**src/rtl/core/rbv_queue.sv**
```systemverilog
module rbv_queue #(
  parameter int unsigned W     = 8,
  parameter int unsigned DEPTH = 4
) (
  input  logic         clk_i,
  input  logic         rst_ni,
  input  logic         push_i,
  input  logic [W-1:0] wdata_i,
  input  logic         pop_i,
  output logic [W-1:0] rdata_o,
  output logic         full_o,
  output logic         empty_o
);
  localparam int unsigned AW = (DEPTH > 1) ? $clog2(DEPTH) : 1;

  logic [W-1:0]  mem_q [DEPTH];
  logic [AW-1:0] wr_q, wr_d, rd_q, rd_d;
  logic [AW:0]   cnt_q, cnt_d;

  assign full_o  = (cnt_q == (AW+1)'(DEPTH));
  assign empty_o = (cnt_q == '0);
  assign rdata_o = mem_q[rd_q];

  always_comb begin
    wr_d  = wr_q;
    rd_d  = rd_q;
    cnt_d = cnt_q;
    if (push_i) begin
      wr_d = (wr_q == AW'(DEPTH - 1)) ? '0 : wr_q + 1'b1;
    end
    if (pop_i) begin
      rd_d = (rd_q == AW'(DEPTH - 1)) ? '0 : rd_q + 1'b1;
    end
    if (push_i && !pop_i) begin
      cnt_d = cnt_q + 1'b1;
    end else if (!push_i && pop_i) begin
      cnt_d = cnt_q - 1'b1;
    end
  end

  always_ff @(posedge clk_i or negedge rst_ni) begin
    if (!rst_ni) begin
      wr_q  <= '0;
      rd_q  <= '0;
      cnt_q <= '0;
    end else begin
      wr_q  <= wr_d;
      rd_q  <= rd_d;
      cnt_q <= cnt_d;
    end
  end

  always_ff @(posedge clk_i) begin
    if (push_i) begin
      mem_q[wr_q] <= wdata_i;
    end
  end
endmodule

```
**config.mk**
```make
export PLATFORM = sky130hd
export DESIGN_NAME = rbv_queue
export DESIGN_NICKNAME = d
export VERILOG_FILES = /design/src/rtl/core/rbv_queue.sv
export SDC_FILE = /design/constraint.sdc
export NUM_CORES = 1
export LEC_CHECK = 0
export BUFFER_PORTS_ARGS = -buffer_cell sky130_fd_sc_hd__buf_4
export CAP_MARGIN = 20
export CORE_MARGIN = 1.5
export CORE_UTILIZATION = 23
export CTS_CLUSTER_DIAMETER = 150
export CTS_CLUSTER_SIZE = 24
export DETAILED_ROUTE_END_ITERATION = 10
export PLACE_DENSITY_LB_ADDON = 0.08
export SYNTH_ARGS = -nofsm -noshare
export SYNTH_HDL_FRONTEND = slang
export SYNTH_SLANG_ARGS = --single-unit
export TNS_END_PERCENT = 50
```
**constraint.sdc**
```tcl
create_clock -name clk_i -period 1.57 [get_ports clk_i]
set_input_delay 0.0785 -clock clk_i [delete_from_list [all_inputs] [get_ports clk_i]]
set_output_delay 0.0785 -clock clk_i [all_outputs]
set_load 0.05 [all_outputs]
```
==> metrics.txt <==
TritonCTS clock tree=built; portion of netlist area occupied by mux cells=0.136; total track usage=0.0838; Placed Area=roughly 1900 µm²; Synth Instances=79; worst path cell trace=buf_12 -> mux4_2 -> buf_6; TritonRoute pass-1 iters=7; largest area contributor in the netlist=edfxtp_1; Synthesized Nets=just under 100; largest net degree at the start of global routing=14; count of pins over their slew limit=0; synth top area cells=edfxtp_1 (61%), mux4_2 (11%), dfrtp_1 (11%); Post-Syn Area per Cell=19.9 µm²; fill count=around 630; Synth Warn #=0; status=complete, but fails checks; CTS Root Cell=clkbuf_8; Seq/Total Area, Yosys=0.724; Fin Setup TNS=-0.133 ns; sw power=1.47 mW; Pwr Density=around 1900 nW/µm²; VDD IR max=around 0.40 mV; most frequent cell after synthesis=edfxtp_1; Gate power share=0.440; I/O pin count=22; antenna violations before repair=0; first-pass GRT wire length=4350 µm; top-area cell type share of the netlist area=0.612; CP max stage delay=about 0.53 ns; Clock Latency Late Sink=about 0.28 ns; CP Launch Type=register; Sw Ratio=0.377; data required time of the critical path=about 1.5 ns; Inserted Diodes=0; Compound-Gate Fraction of Synth Area=0.00637; area of the die=~7300 µm²; crit path buf inv count=2; GP Congestion=roughly 0.59; Post-Syn Area=1570 µm²; critical path class=register to output port; actual slew at the worst max-slew pin=approximately 0.26 ns; Hold WS=0.0395 ns; layout cells sized above 1=0.392; Slew HR=0.824; total global routing overflow=0; Int Power=around 2.4 mW; WL per Instance=14.0 µm; Starting Density=0.243; Synth Area in XOR/XNOR=0.0167; DR vias/cell=roughly 4; Total Wirelength=around 2800 µm; CTS max path bufs=2; Clk pin slew, worst setup/hold paths=0.08 ns; worst-path fanout max=11; Post-Synth Adder-Cell Area=0.0606; DRC viols=2; largest family of logic cells by synthesized area=multiplexers; synth cell count leaders=edfxtp_1 (32), mux4_2 (8), dfrtp_1 (7); Yosys reg bits=39; post-route design area=between 2000 and 2500 µm²; Clock Power Share=0.169; via count=786; Seq pwr share=0.391; EDFF count, synth=32; core area=around 6500 µm²; failing checks=DRC, setup timing; number of global-route vias before repair=between 800 and 900; P_leak=slightly below 0.8 nW; Total Nets Final=roughly 140; asr flop ratio synth=0.179; area of the multi-input gates=404 µm²; crit path DAT=1.52 ns; DIE HEIGHT=85.6 µm; Synth Area in Simple Gates=0.0343; IO buf count=21; Die W=85.6 µm; Power, Total=roughly 3.9 mW; delay-heaviest family, CP=multiplexers; DRT antenna net count=0; critical path's slowest cell=mux4_2; Area Growth Syn to Fin=32.8%; max-cap check violation count=0; CTS Buf Count=5; RSZ-0062 raised after global routing=true; clock tree sinks=39; DRT iter0 DRCs=28; sequential standard cell area=between 1000 and 1500 µm²; Hold Path Class=input pin to register; Synth cell types=18; Clock Skew=between 0.005 and 0.006 ns; Top FF cell, synth=edfxtp_1; Min Clock Period, post-route=1.60 ns; Std-Cell Rows=29; Final Cycle Share=1.02; Fmax=about 620 MHz; CP endpoint kind=output port; count of final hold-check violations=0; setup ws final=-0.0329 ns; # setup viols final=8; CTS H-tree depth=2
==> repair_timing <==
item                                    in CTS  in global routing
buffers inserted                             0                  0
gates resized for setup                      8                  1
hold buffers                                 9                  0
endpoints found under the setup margin       8                  8
hold endpoints to repair                    39                  0
==> kinds of logic (layout without fill, tap and decap cells) <==
group           after synthesis  in the layout
flops                        39             39
compound gates                2              2
fa+ha+maj                     7              7
mux                          11             11
xor+xnor                      3              3
simple gates                 10             10
buf+inv                       7             48
==> worst reg2reg max path: cells and delay by family (launching register included) <==
family	cells	cell delay [ns]
simple gates	1	0.13
xor+xnor	2	0.30
flops	1	0.45
fa+ha+maj	1	0.46
==> path summary, 6_finish.rpt <==
path	from	to	slack (ns)	depth (start not counted)
worst max register to register	cnt_q[0]	cnt_q[2]	0.17	4
min in group asynchronous	rst_ni	cnt_q[2]	0.14	2
worst max-delay path	rd_q[0]	rdata_o[2]	-0.03	3
worst min-delay path	push_i	wr_q[1]	0.04	2
worst min register to register	cnt_q[2]	cnt_q[2]	0.50	1
max in group asynchronous	rst_ni	rd_q[1]	1.29	2
==> power by group through the flow <==
| stage | Sequential (mW) | Clock (mW) | Combinational [mW] |
|---|---|---|---|
| floorplan | 1.47 | 0 | 1.19 |
| global placement | 1.54 | 0 | 1.62 |
| detailed placement | 1.55 | 0 | 1.63 |
| CTS | 1.53 | 0.690 | 1.75 |
| global route | 1.55 | 0.727 | 1.85 |
| finish | 1.52 | 0.658 | 1.71 |
==> cell usage in the layout (no fill, tap or decap), types with 3 or more instances in the layout <==
cell           netlist  routed
dfrtp_1              7       6
edfxtp_1            32      32
and2_1               4       4
inv_1                5       5
mux2_2               3       3
buf_4                0      16
dlygate4sd3_1        0       9
buf_6                1       8
ha_1                 6       6
mux4_2               8       8
clkbuf_8             0       5
==> flip-flops by register name, indices dropped and copies added (netlist names) <==
signal,flops
mem_q,32
cnt_q,3
rd_q,2
wr_q,2
==> through the flow <==
stage / instances / utilization / setup WS (ns)
6_report: 197 / 0.323 / -0.0329
5_1_grt: 197 / 0.323 / -0.101
4_1_cts: 197 / 0.323 / -0.0699
3_5_place_dp: 180 / 0.290 / 0.145
3_3_place_gp: 180 / 0.290 / 0.197
2_1_floorplan: 79 / - / -0.0130
==> final cells by class <==
type,count,area share
clock inverter,3,0.00960
multi-input combinational,33,0.194
timing repair buffer,35,0.163
clock buffer,5,0.0330
tap,77,0.0462
sequential,39,0.545
inverter,5,0.00900
==> per-layer routing <==
layer  global-route usage  wire length (µm)  vias to the layer above
met3               0.0260               112                        4
li1                     -                 -                      377
met2                0.137              1420                       14
met5                    0                 0                        -
met1                0.100              1190                      391
met4               0.0396                39                        0
(Power assumes the default switching activity.)
