$ cat src/rtl/core/rbv_pkg.sv
package rbv_pkg;

  localparam int unsigned BAT_W   = 28;
  localparam int unsigned CNT_W   = 16;
  localparam int unsigned MV_W    = 16;
  localparam int unsigned SAT_W   = 13;
  localparam int unsigned AVG_W   = 12;
  localparam int unsigned AVGN_W  = BAT_W + 1;
  localparam int unsigned VPROD_W = BAT_W + 2 * MV_W;
  localparam int unsigned VN_W    = VPROD_W + 1;
  localparam int unsigned VDEN_W  = BAT_W + MV_W;
  localparam int unsigned QUO_W   = 17;
  localparam int unsigned CIDX_W  = 4;

  typedef enum logic [CIDX_W-1:0] {
    CFG_DIV_NUM    = 4'd0,
    CFG_DIV_DEN    = 4'd1,
    CFG_REF_NOM    = 4'd2,
    CFG_REF_SAFE   = 4'd3,
    CFG_SAT_RAW    = 4'd4,
    CFG_SUPPLY_MIN = 4'd5,
    CFG_SUPPLY_MAX = 4'd6,
    CFG_PLAUS_MAX  = 4'd7
  } cfg_idx_e;

  typedef struct packed {
    logic [BAT_W-1:0] battery_total;
    logic [BAT_W-1:0] reference_total;
    logic [CNT_W-1:0] count;
  } in_item_t;

  typedef struct packed {
    logic             valid_res;
    logic [AVG_W-1:0] bat_avg;
    logic [AVG_W-1:0] reference_average;
    logic [MV_W-1:0]  supply_mv;
    logic [MV_W-1:0]  bat_nom_mv;
    logic [MV_W-1:0]  bat_safe_mv;
  } out_item_t;

  typedef struct packed {
    logic [MV_W-1:0]  divider_numerator;
    logic [MV_W-1:0]  divider_denominator;
    logic [MV_W-1:0]  reference_nominal_mv;
    logic [MV_W-1:0]  reference_safety_mv;
    logic [SAT_W-1:0] saturation_raw;
    logic [MV_W-1:0]  supply_min_mv;
    logic [MV_W-1:0]  supply_max_mv;
    logic [MV_W-1:0]  plausible_max_mv;
  } cfg_t;

endpackage

$ cat src/rtl/core/rbv_front.sv
module rbv_front #(
  parameter int unsigned ADC_FULL_SCALE = 4095,
  parameter int unsigned QW             = 8
) (
  input  logic              clk_i,
  input  logic              rst_ni,
  input  logic              in_valid_i,
  output logic              in_ready_o,
  input  rbv_pkg::in_item_t in_item_i,
  input  rbv_pkg::cfg_t     cfg_i,
  input  logic              full_i,
  output logic              push_o,
  output logic [QW-1:0]     qdata_o
);
  import rbv_pkg::*;

  localparam int unsigned FSW  = $clog2(ADC_FULL_SCALE + 1);
  localparam int unsigned LW   = FSW + CNT_W;
  localparam int unsigned CMPW = (LW > BAT_W) ? LW : BAT_W;
  localparam int unsigned NFW  = MV_W + FSW;
  localparam int unsigned SUPW = NFW + CNT_W;
  localparam int unsigned SUPN = SUPW + 1;

  logic fe;
  logic v1_q, v2_q, v3_q;

  // stage 1
  logic [BAT_W-1:0]  bat1_q, ref1_q;
  logic [CNT_W-1:0]  cnt1_q;
  logic [VDEN_W-1:0] bnom1_q, bsaf1_q, vden1_q;
  logic [NFW-1:0]    nomfs1_q;
  logic [LW-1:0]     lim1_q;
  logic              bad1_q;
  // stage 2
  logic [BAT_W-1:0]   bat2_q, ref2_q;
  logic [CNT_W-1:0]   cnt2_q;
  logic [VPROD_W-1:0] vn2_q, sn2_q;
  logic [VDEN_W-1:0]  vden2_q;
  logic [SUPW-1:0]    supn2_q;
  logic               bad2_q;
  // stage 3
  logic               bad3_q;
  logic [AVGN_W-1:0]  navb3_q, navr3_q;
  logic [CNT_W-1:0]   cnt3_q;
  logic [SUPN-1:0]    nsup3_q;
  logic [BAT_W-1:0]   ref3_q;
  logic [VN_W-1:0]    nv3_q, ns3_q;
  logic [VDEN_W-1:0]  vden3_q;

  // advance unless the last stage holds an item the queue cannot take
  assign fe         = !(v3_q && full_i);
  assign in_ready_o = fe;
  assign push_o     = v3_q && !full_i;
  assign qdata_o    = {bad3_q, navb3_q, navr3_q, cnt3_q, nsup3_q, ref3_q,
                       nv3_q, ns3_q, vden3_q};

  always_ff @(posedge clk_i or negedge rst_ni) begin
    if (!rst_ni) begin
      v1_q <= 1'b0;
      v2_q <= 1'b0;
      v3_q <= 1'b0;
    end else if (fe) begin
      v1_q <= in_valid_i;
      v2_q <= v1_q;
      v3_q <= v2_q;
    end
  end

  always_ff @(posedge clk_i) begin
    if (fe) begin
      bat1_q   <= in_item_i.battery_total;
      ref1_q   <= in_item_i.reference_total;
      cnt1_q   <= in_item_i.count;
      bnom1_q  <= VDEN_W'(in_item_i.battery_total) * VDEN_W'(cfg_i.reference_nominal_mv);
      bsaf1_q  <= VDEN_W'(in_item_i.battery_total) * VDEN_W'(cfg_i.reference_safety_mv);
      vden1_q  <= VDEN_W'(in_item_i.reference_total) * VDEN_W'(cfg_i.divider_denominator);
      nomfs1_q <= NFW'(cfg_i.reference_nominal_mv) * NFW'(ADC_FULL_SCALE);
      lim1_q   <= LW'(in_item_i.count) * LW'(ADC_FULL_SCALE);
      bad1_q   <= (in_item_i.count == '0) || (in_item_i.reference_total == '0) ||
                  (cfg_i.divider_denominator == '0);

      bat2_q  <= bat1_q;
      ref2_q  <= ref1_q;
      cnt2_q  <= cnt1_q;
      vn2_q   <= VPROD_W'(bnom1_q) * VPROD_W'(cfg_i.divider_numerator);
      sn2_q   <= VPROD_W'(bsaf1_q) * VPROD_W'(cfg_i.divider_numerator);
      vden2_q <= vden1_q;
      supn2_q <= SUPW'(nomfs1_q) * SUPW'(cnt1_q);
      bad2_q  <= bad1_q || (CMPW'(bat1_q) > CMPW'(lim1_q)) ||
                 (CMPW'(ref1_q) > CMPW'(lim1_q));

      // add half the divisor for round-half-up
      bad3_q  <= bad2_q;
      navb3_q <= AVGN_W'(bat2_q) + AVGN_W'(cnt2_q >> 1);
      navr3_q <= AVGN_W'(ref2_q) + AVGN_W'(cnt2_q >> 1);
      cnt3_q  <= cnt2_q;
      nsup3_q <= SUPN'(supn2_q) + SUPN'(ref2_q >> 1);
      ref3_q  <= ref2_q;
      nv3_q   <= VN_W'(vn2_q) + VN_W'(vden2_q >> 1);
      ns3_q   <= VN_W'(sn2_q) + VN_W'(vden2_q >> 1);
      vden3_q <= vden2_q;
    end
  end
endmodule

$ cat config.mk
export PLATFORM = sky130hd
export DESIGN_NAME = rbv_front
export DESIGN_NICKNAME = d
export VERILOG_FILES = /design/src/rtl/core/rbv_pkg.sv /design/src/rtl/core/rbv_front.sv
export SDC_FILE = /design/constraint.sdc
export NUM_CORES = 1
export LEC_CHECK = 0
export BUFFER_PORTS_ARGS = -buffer_cell sky130_fd_sc_hd__buf_2
export CAP_MARGIN = 40
export CORE_AREA = 2 2 82 84
export CTS_CLUSTER_DIAMETER = 100
export DETAILED_ROUTE_END_ITERATION = 12
export DIE_AREA = 0 0 84 86
export PLACE_DENSITY = 0.74
export SYNTH_ARGS = -nofsm -noshare
export SYNTH_HDL_FRONTEND = slang
export SYNTH_SLANG_ARGS = --single-unit
$ cat constraint.sdc
create_clock -name clk_i -period 1.7 [get_ports clk_i]
set_input_delay 0.17 -clock clk_i [delete_from_list [all_inputs] [get_ports clk_i]]
set_output_delay 0.17 -clock clk_i [all_outputs]
set_load 0.05 [all_outputs]
==> results.cfg, run 1 <==
[yosys]
synthArstFlopShare_pct = 11.1
synth_most_common_cell = edfxtp_1
synth.distinct_cells = 18
synth_nets = 363
synth_edf_count = 24
mappedNetlistArea_um2 = 1720
ys_warn_count = 0
synth_top_area_share_pct = 41.9
syn-mean-instance-area_um2 = 12.8
ys_ff_latch = 27
ys_seq_area_share_pct = 46.3
synth_commonest_cells = 24 x edfxtp_1, 20 x inv_1, 18 x nand2_1
synthCells = 134
yosysTopAreaCell = edfxtp_1
yosys-top-cells-area = edfxtp_1 42%, fa_1 14%, ha_1 12%, and2_1 5.5%, xnor2_1 4.6%
synth-main-ff-cell = edfxtp_1

[power_and_ir_drop]
leakage_nw = 1.08
switching_share_pct = 34.0
pwr-share-comb_pct = 46.1
p_clk_share_pct = 13.3
p_sw_uw = 903
power_density_nw_per_um2 = 1080
ir_drop_uv = 593
p_int_mw = 1.75
p_seq_share_pct = 40.6

[min_path]
min_delay_worst_endpoint = v1_q$_DFFE_PN0N_
hp-start = in_valid_i
hold_class = input port to flop
hold-path-cell-count = 2

[critical_path]
cp.arrival_ps = 3080
r2r-start = v3_q$_DFFE_PN0N_
cp_common_cell = fa_1
rrSetupSlack_ps = 470
critical_path_peak_fanout = 4
cp-end-kind = flop
required_ps = 1720
cp_slowest_cell = fa_1
crit_path_cell_trace = buf_8 -> and2_4 -> fa_2 -> inv_2 -> fa_1 -> fa_1 -> fa_1 -> inv_2 -> ha_4 -> a21oi_2 -> xnor3_1 -> xnor3_1
max_stage_delay_ps = 510
startpoint_type = input port
crit_family = adder cells
crit_type = input port to flop
path_buf_inv = 3
worstRegToRegCells = 2
reg2reg_to = vden2_q[0]$_DFFE_PN_

[layout]
antenna_cells = 0
synthToLayoutAreaGrowth_pct = 43.5
nets = 424
fin_cells = 271
fillers = 594
drive_above_1_share_pct = 54.1

[clocking]
clk_pin_slew_ps = 90
tritoncts = yes
htreeDepth = 1
clock-root-buffer = clkbuf_8
cts_sinks = 27
clock_path_buffers = 2
insertion_delay_ps = 270
cts_inserted_buffers = 3

[routing]
highest_layer = met4
wire_per_inst_um = 11.9
route.detailed.drc = 0
vias = 1102
met3_length_um = 199
first_iter_violations = 37
vias_per_cell = 4.07
wl_met2_um = 1640
met1_length_um = 1380
dr.pass1.iters = 4
postRouteAntennaNets = 0
wirelength_um = 3230

[floorplanning]
rows = 29
start_util_pct = 27.4
fp.coreArea_um2 = 6280
ios = 211
die_y_um = 86
die_w_um = 84
design.die.area_um2 = 7220

[sta]
skew_ps = 4.34
post-route-period-util_pct = 180
hold_viol = 0
setup_viol = 5
fin_ws_ps = -1360
max_slew_margin_pct = 76.2
tightest_slew_ps = 356
fin_tns_setup_ps = -4100
rsz0062_at_grt = yes
timing.fmax_mhz = 327
final_max_slew_viol_count = 0
period_needed_ps = 3060

[run_status]
status = complete, but fails checks
violations = setup timing

[global_route]
grt_pass1_wl_um = 5510
grt_pass1_vias = 1183
antenna_found_initial = 0
grtUsageTotal_pct = 10.0
grt_max_degree = 17
grt.overflow.total = 0

[placement]
io_buffers = 29
place_congestion = 0.788
dp_hpwl_um = 2600
dp.cells = 261

[job]
maxCapViolCount = 0
## worst register-to-register path: cells and delay by family, from the launching register on
kind | cells | cell delay (ps)
buffers and inverters | 1 | 270
flip-flops | 1 | 390
AND/OR/NAND/NOR | 1 | 290
## metal layers
metal	GRT usage, %	vias up
li1	-	550
met1	12.2	524
met2	17.3	26
met3	3.46	2
met4	2.20	0
met5	0	-
## registers in the layout, summed over array words and instances, names as in the netlist
| register | flops |
|---|---|
| vden1_q | 8 |
| vden2_q | 8 |
| vden3_q | 8 |
| v1_q | 1 |
| v2_q | 1 |
| v3_q | 1 |
## kinds of logic after synthesis
logic type | synth area share, %
compound gates | 1.46
mux | 1.31
fa+ha+maj | 25.6
buf+inv | 4.37
xor+xnor | 9.17
simple gates | 11.8
flops | 46.3
## worst max path at each step
stage	start	to	slack [ps]	cells after the start
2_1_floorplan	in_item_i[19]	vden1_q[7]$_DFFE_PN_	-1460	11
3_3_place_gp	cfg_i[95]	vden1_q[7]$_DFFE_PN_	-1660	12
3_5_place_dp	cfg_i[95]	vden1_q[7]$_DFFE_PN_	-1730	12
4_1_cts	in_item_i[17]	vden1_q[7]$_DFFE_PN_	-1410	12
5_1_grt	cfg_i[96]	vden1_q[7]$_DFFE_PN_	-1440	12
6_report	in_item_i[17]	vden1_q[7]$_DFFE_PN_	-1360	12
## placed cells by master (no fill, tap or decap), drive strengths merged
cell / n
a21o: 2
a21oi: 2
and2: 18
buf: 55
clkbuf: 3
clkinv: 1
dfrtp: 3
dlygate4sd3: 1
edfxtp: 24
fa: 12
ha: 16
inv: 20
mux2: 2
nand2: 19
nand2b: 1
nor2b: 1
xnor2: 10
xnor3: 2
xor2: 2
## final cells by class
class / count / area [um2] / share of cell area, %
flip-flops and latches: 27 / 796 / 32.3
multi-input cells: 87 / 1060 / 43.0
clock inverters: 1 / 5.00 / 0.203
repair buffers: 56 / 394 / 16.0
well taps: 77 / 96.3 / 3.90
inverters: 20 / 75.1 / 3.04
clock buffers: 3 / 41.3 / 1.67
## power by group through the flow
| stage | clock network, mW | registers [mW] | logic, mW |
|---|---|---|---|
| 5_1_grt | 0.395 | 1.11 | 1.34 |
| 3_5_place_dp | 0 | 1.10 | 1.09 |
| 4_1_cts | 0.367 | 1.08 | 1.16 |
| 6_report | 0.354 | 1.08 | 1.22 |
| 2_1_floorplan | 0 | 1.29 | 0.587 |
| 3_3_place_gp | 0 | 1.09 | 1.05 |
## through the flow
stage | total power, mW | utilization, % | hold slack, ps | cell area, um2 | setup WS (ps)
final | 2.66 | 39.3 | 132 | 2470 | -1360
after global routing | 2.84 | 39.3 | 135 | 2470 | -1440
after CTS | 2.62 | 38.7 | 128 | 2430 | -1410
after detailed placement | 2.19 | 35.8 | -30.7 | 2250 | -1730
after global placement | 2.14 | 35.8 | -33.4 | 2250 | -1660
after floorplan | 1.88 | - | -126 | 1850 | -1460
## what timing repair did
| item | CTS | global route |
|---|---|---|
| resized for setup | 24 | 6 |
| pin swaps | 15 | 8 |
| endpoints found under the hold margin | 3 | 0 |
| hold buffers | 1 | 0 |
| endpoints found under the setup margin | 5 | 5 |
| buffers inserted | 4 | 2 |
Power figures use the tool's default switching activity.
==> inputs of run 2 (changes only) <==
--- a/config.mk
+++ b/config.mk
@@ -5,13 +5,14 @@
 export SDC_FILE = /design/constraint.sdc
 export NUM_CORES = 1
 export LEC_CHECK = 0
+export ABC_AREA = 1
 export BUFFER_PORTS_ARGS = -buffer_cell sky130_fd_sc_hd__buf_2
 export CAP_MARGIN = 40
 export CORE_AREA = 2 2 82 84
 export CTS_CLUSTER_DIAMETER = 100
 export DETAILED_ROUTE_END_ITERATION = 12
 export DIE_AREA = 0 0 84 86
-export PLACE_DENSITY = 0.74
+export PLACE_DENSITY = 0.77
 export SYNTH_ARGS = -nofsm -noshare
 export SYNTH_HDL_FRONTEND = slang
 export SYNTH_SLANG_ARGS = --single-unit
==> results.cfg, run 2 <==
[run_status]
status = complete, but fails checks
violations = setup timing

[global_route]
grt_pass1_vias = 1531
grt_max_degree = 27
grt_pass1_wl_um = 6940
grtUsageTotal_pct = 12.3
grt.overflow.total = 0
antenna_found_initial = 0

[sta]
skew_ps = 2.99
post-route-period-util_pct = 184
timing.fmax_mhz = 320
rsz0062_at_grt = yes
setup_viol = 5
fin_tns_setup_ps = -4370
hold_viol = 0
tightest_slew_ps = 312
max_slew_margin_pct = 79.2
period_needed_ps = 3120
fin_ws_ps = -1420
final_max_slew_viol_count = 0

[routing]
first_iter_violations = 87
route.detailed.drc = 0
vias = 1493
dr.pass1.iters = 4
wirelength_um = 4140
wire_per_inst_um = 11.9
postRouteAntennaNets = 0
vias_per_cell = 4.30

[layout]
biggestRegsByFlops = vden1_q: 8 flops, vden2_q: 8 flops, vden3_q: 8 flops
fin_util_pct = 42.3
antenna_cells = 0
stdcell_area_um2 = 2660
synthToLayoutAreaGrowth_pct = 39.9
drive_above_1_share_pct = 44.1
nets = 500
fillers = 595
layout_commonest_cell = nand2_1
final_cell_mix = 53 x nand2_1, 36 x inv_1, 24 x edfxtp_1

[yosys]
synth-simple-area-share_pct = 20.2
synth_top_family_by_area = adder cells
yosys-top-cells-area = edfxtp_1 38%, nand2_1 13%, fa_1 13%, ha_1 11%, inv_1 10%
synth_edf_count = 24
synth_commonest_cells = 67 x nand2_1, 53 x inv_1, 24 x edfxtp_1
synth.distinct_cells = 19
synthArstFlopShare_pct = 11.1
yosysTopAreaCell = edfxtp_1
ys_ff_latch = 27
synth-adder-area-share_pct = 23.2
synth.mux.area_fraction_pct = 0.593
mappedNetlistArea_um2 = 1900
synth_compound_area_share_pct = 0.527
synth-main-ff-cell = edfxtp_1
ys_warn_count = 0
ys_seq_area_share_pct = 41.9
synth_top_area_share_pct = 37.9
synth-xor-area-share_pct = 1.38
synth_most_common_cell = nand2_1
synthCells = 208
synth_nets = 437
syn-mean-instance-area_um2 = 9.13

[placement]
post-place-ws_ps = -1740
placed_cell_area_um2 = 2370
io_buffers = 29
dp_hpwl_um = 3300
place_congestion = 0.852

[clocking]
htreeDepth = 1
tritoncts = yes
insertion_delay_ps = 260
clock_path_buffers = 2
cts_sinks = 27
clock-root-buffer = clkbuf_8
cts_inserted_buffers = 3
clk_pin_slew_ps = 90

[critical_path]
cp-end-kind = flop
crit_type = input port to flop
crit_path_cell_trace = buf_8 -> nand2_2 -> inv_2 -> fa_2 -> inv_2 -> fa_1 -> fa_1 -> fa_1 -> inv_2 -> ha_4 -> nand2_1 -> nor2_2 -> nor2_2 -> inv_1 -> nand2_1 -> nand2_1 -> nand2_1 -> nand2_1 -> inv_1 -> nand2_1 -> nand2_1
endpoint = vden1_q[7]$_DFFE_PN_
worstRegToRegCells = 2
cp-startpoint = cfg_i[97]
reg2reg_to = vden3_q[2]$_DFFE_PN_
startpoint_type = input port
max_stage_delay_ps = 530
r2r-start = v3_q$_DFFE_PN0N_
required_ps = 1730
cp_slowest_cell = fa_1
cp_common_cell = nand2_1
rrSetupSlack_ps = 550
critical_path_peak_fanout = 5
cp.arrival_ps = 3150

[power_and_ir_drop]
power_density_nw_per_um2 = 1010
leakage_nw = 1.39
ir_drop_uv = 509
p_total_mw = 2.69

[floorplanning]
die_y_um = 86
rows = 29
design.die.area_um2 = 7220
die_w_um = 84
start_util_pct = 30.3
ios = 211
fp.coreArea_um2 = 6280

[min_path]
hold_class = input port to flop

[job]
maxCapViolCount = 0
[run 2: changes by cell type in the layout (fill, tap and decap cells not counted), sizes merged, moves of 3 or more]
cell / delta
nor2: +3
xnor2: -9
nand2: +52
inv: +34
buf: +5
nand3: +15
and2: -18
[run 2: critical path, delay by kind of cell]
kind	cells	cell delay, ps
AND/OR/NAND/NOR	10	570
buffers and inverters	6	340
adder cells (fa/ha/maj)	5	2040
[run 2: worst min path at each step]
stage | from | to | depth (start not counted)
finish | in_valid_i | v1_q$_DFFE_PN0N_ | 2
floorplan | rst_ni | v1_q$_DFFE_PN0N_ | 0
global placement | rst_ni | v1_q$_DFFE_PN0N_ | 1
detailed placement | rst_ni | v1_q$_DFFE_PN0N_ | 1
global route | in_valid_i | v1_q$_DFFE_PN0N_ | 2
CTS | in_valid_i | v1_q$_DFFE_PN0N_ | 2
[run 2: power breakdown]
part           switching (mW)  internal, mW  leakage [nW]
registers              0.0844          1.03         0.280
logic                   0.752         0.478          1.08
clock network           0.181         0.167        0.0228
[run 2: kinds of logic (layout without fill, tap and decap cells)]
| kind of cell | after synthesis | count (layout) |
|---|---|---|
| buf+inv | 58 | 120 |
| fa+ha+maj | 28 | 28 |
| mux | 1 | 1 |
| simple gates | 89 | 89 |
| xor+xnor | 3 | 3 |
| flops | 27 | 27 |
| compound gates | 2 | 2 |
[run 2: through the flow]
| step | hold slack, ps | instances |
|---|---|---|
| after detailed placement | -27.4 | 336 |
| after global placement | -33.4 | 336 |
| final | 137 | 347 |
| after CTS | 129 | 346 |
| after global routing | 141 | 347 |
| after floorplan | -126 | 208 |
[run 2: repair_timing]
action | CTS | global route
gates resized for setup | 41 | 14
pin swaps | 23 | 12
endpoints found under the setup margin | 5 | 5
hold endpoints to repair | 3 | 0
hold buffers | 1 | 0
setup buffers | 6 | 2
[run 2: area by class of cell]
type / count / area (um2) / share of cell area [%]
Clock buffer: 4 / 45.0 / 1.70
Tap cell: 77 / 96.3 / 3.63
Timing Repair Buffer: 61 / 483 / 18.2
Inverter: 55 / 206 / 7.77
Multi-Input combinational cell: 123 / 1030 / 38.8
Sequential cell: 27 / 796 / 30.0
[run 2: layer usage]
layer / global-route usage, % / routed length (um) / vias up / share of wire, %
li1: - / - / 748 / -
met1: 14.5 / 1720 / 707 / 41
met2: 22.6 / 2200 / 30 / 53
met3: 2.12 / 143 / 8 / 3.5
met4: 4.25 / 74 / 0 / 1.8
met5: 0 / 0 / - / 0
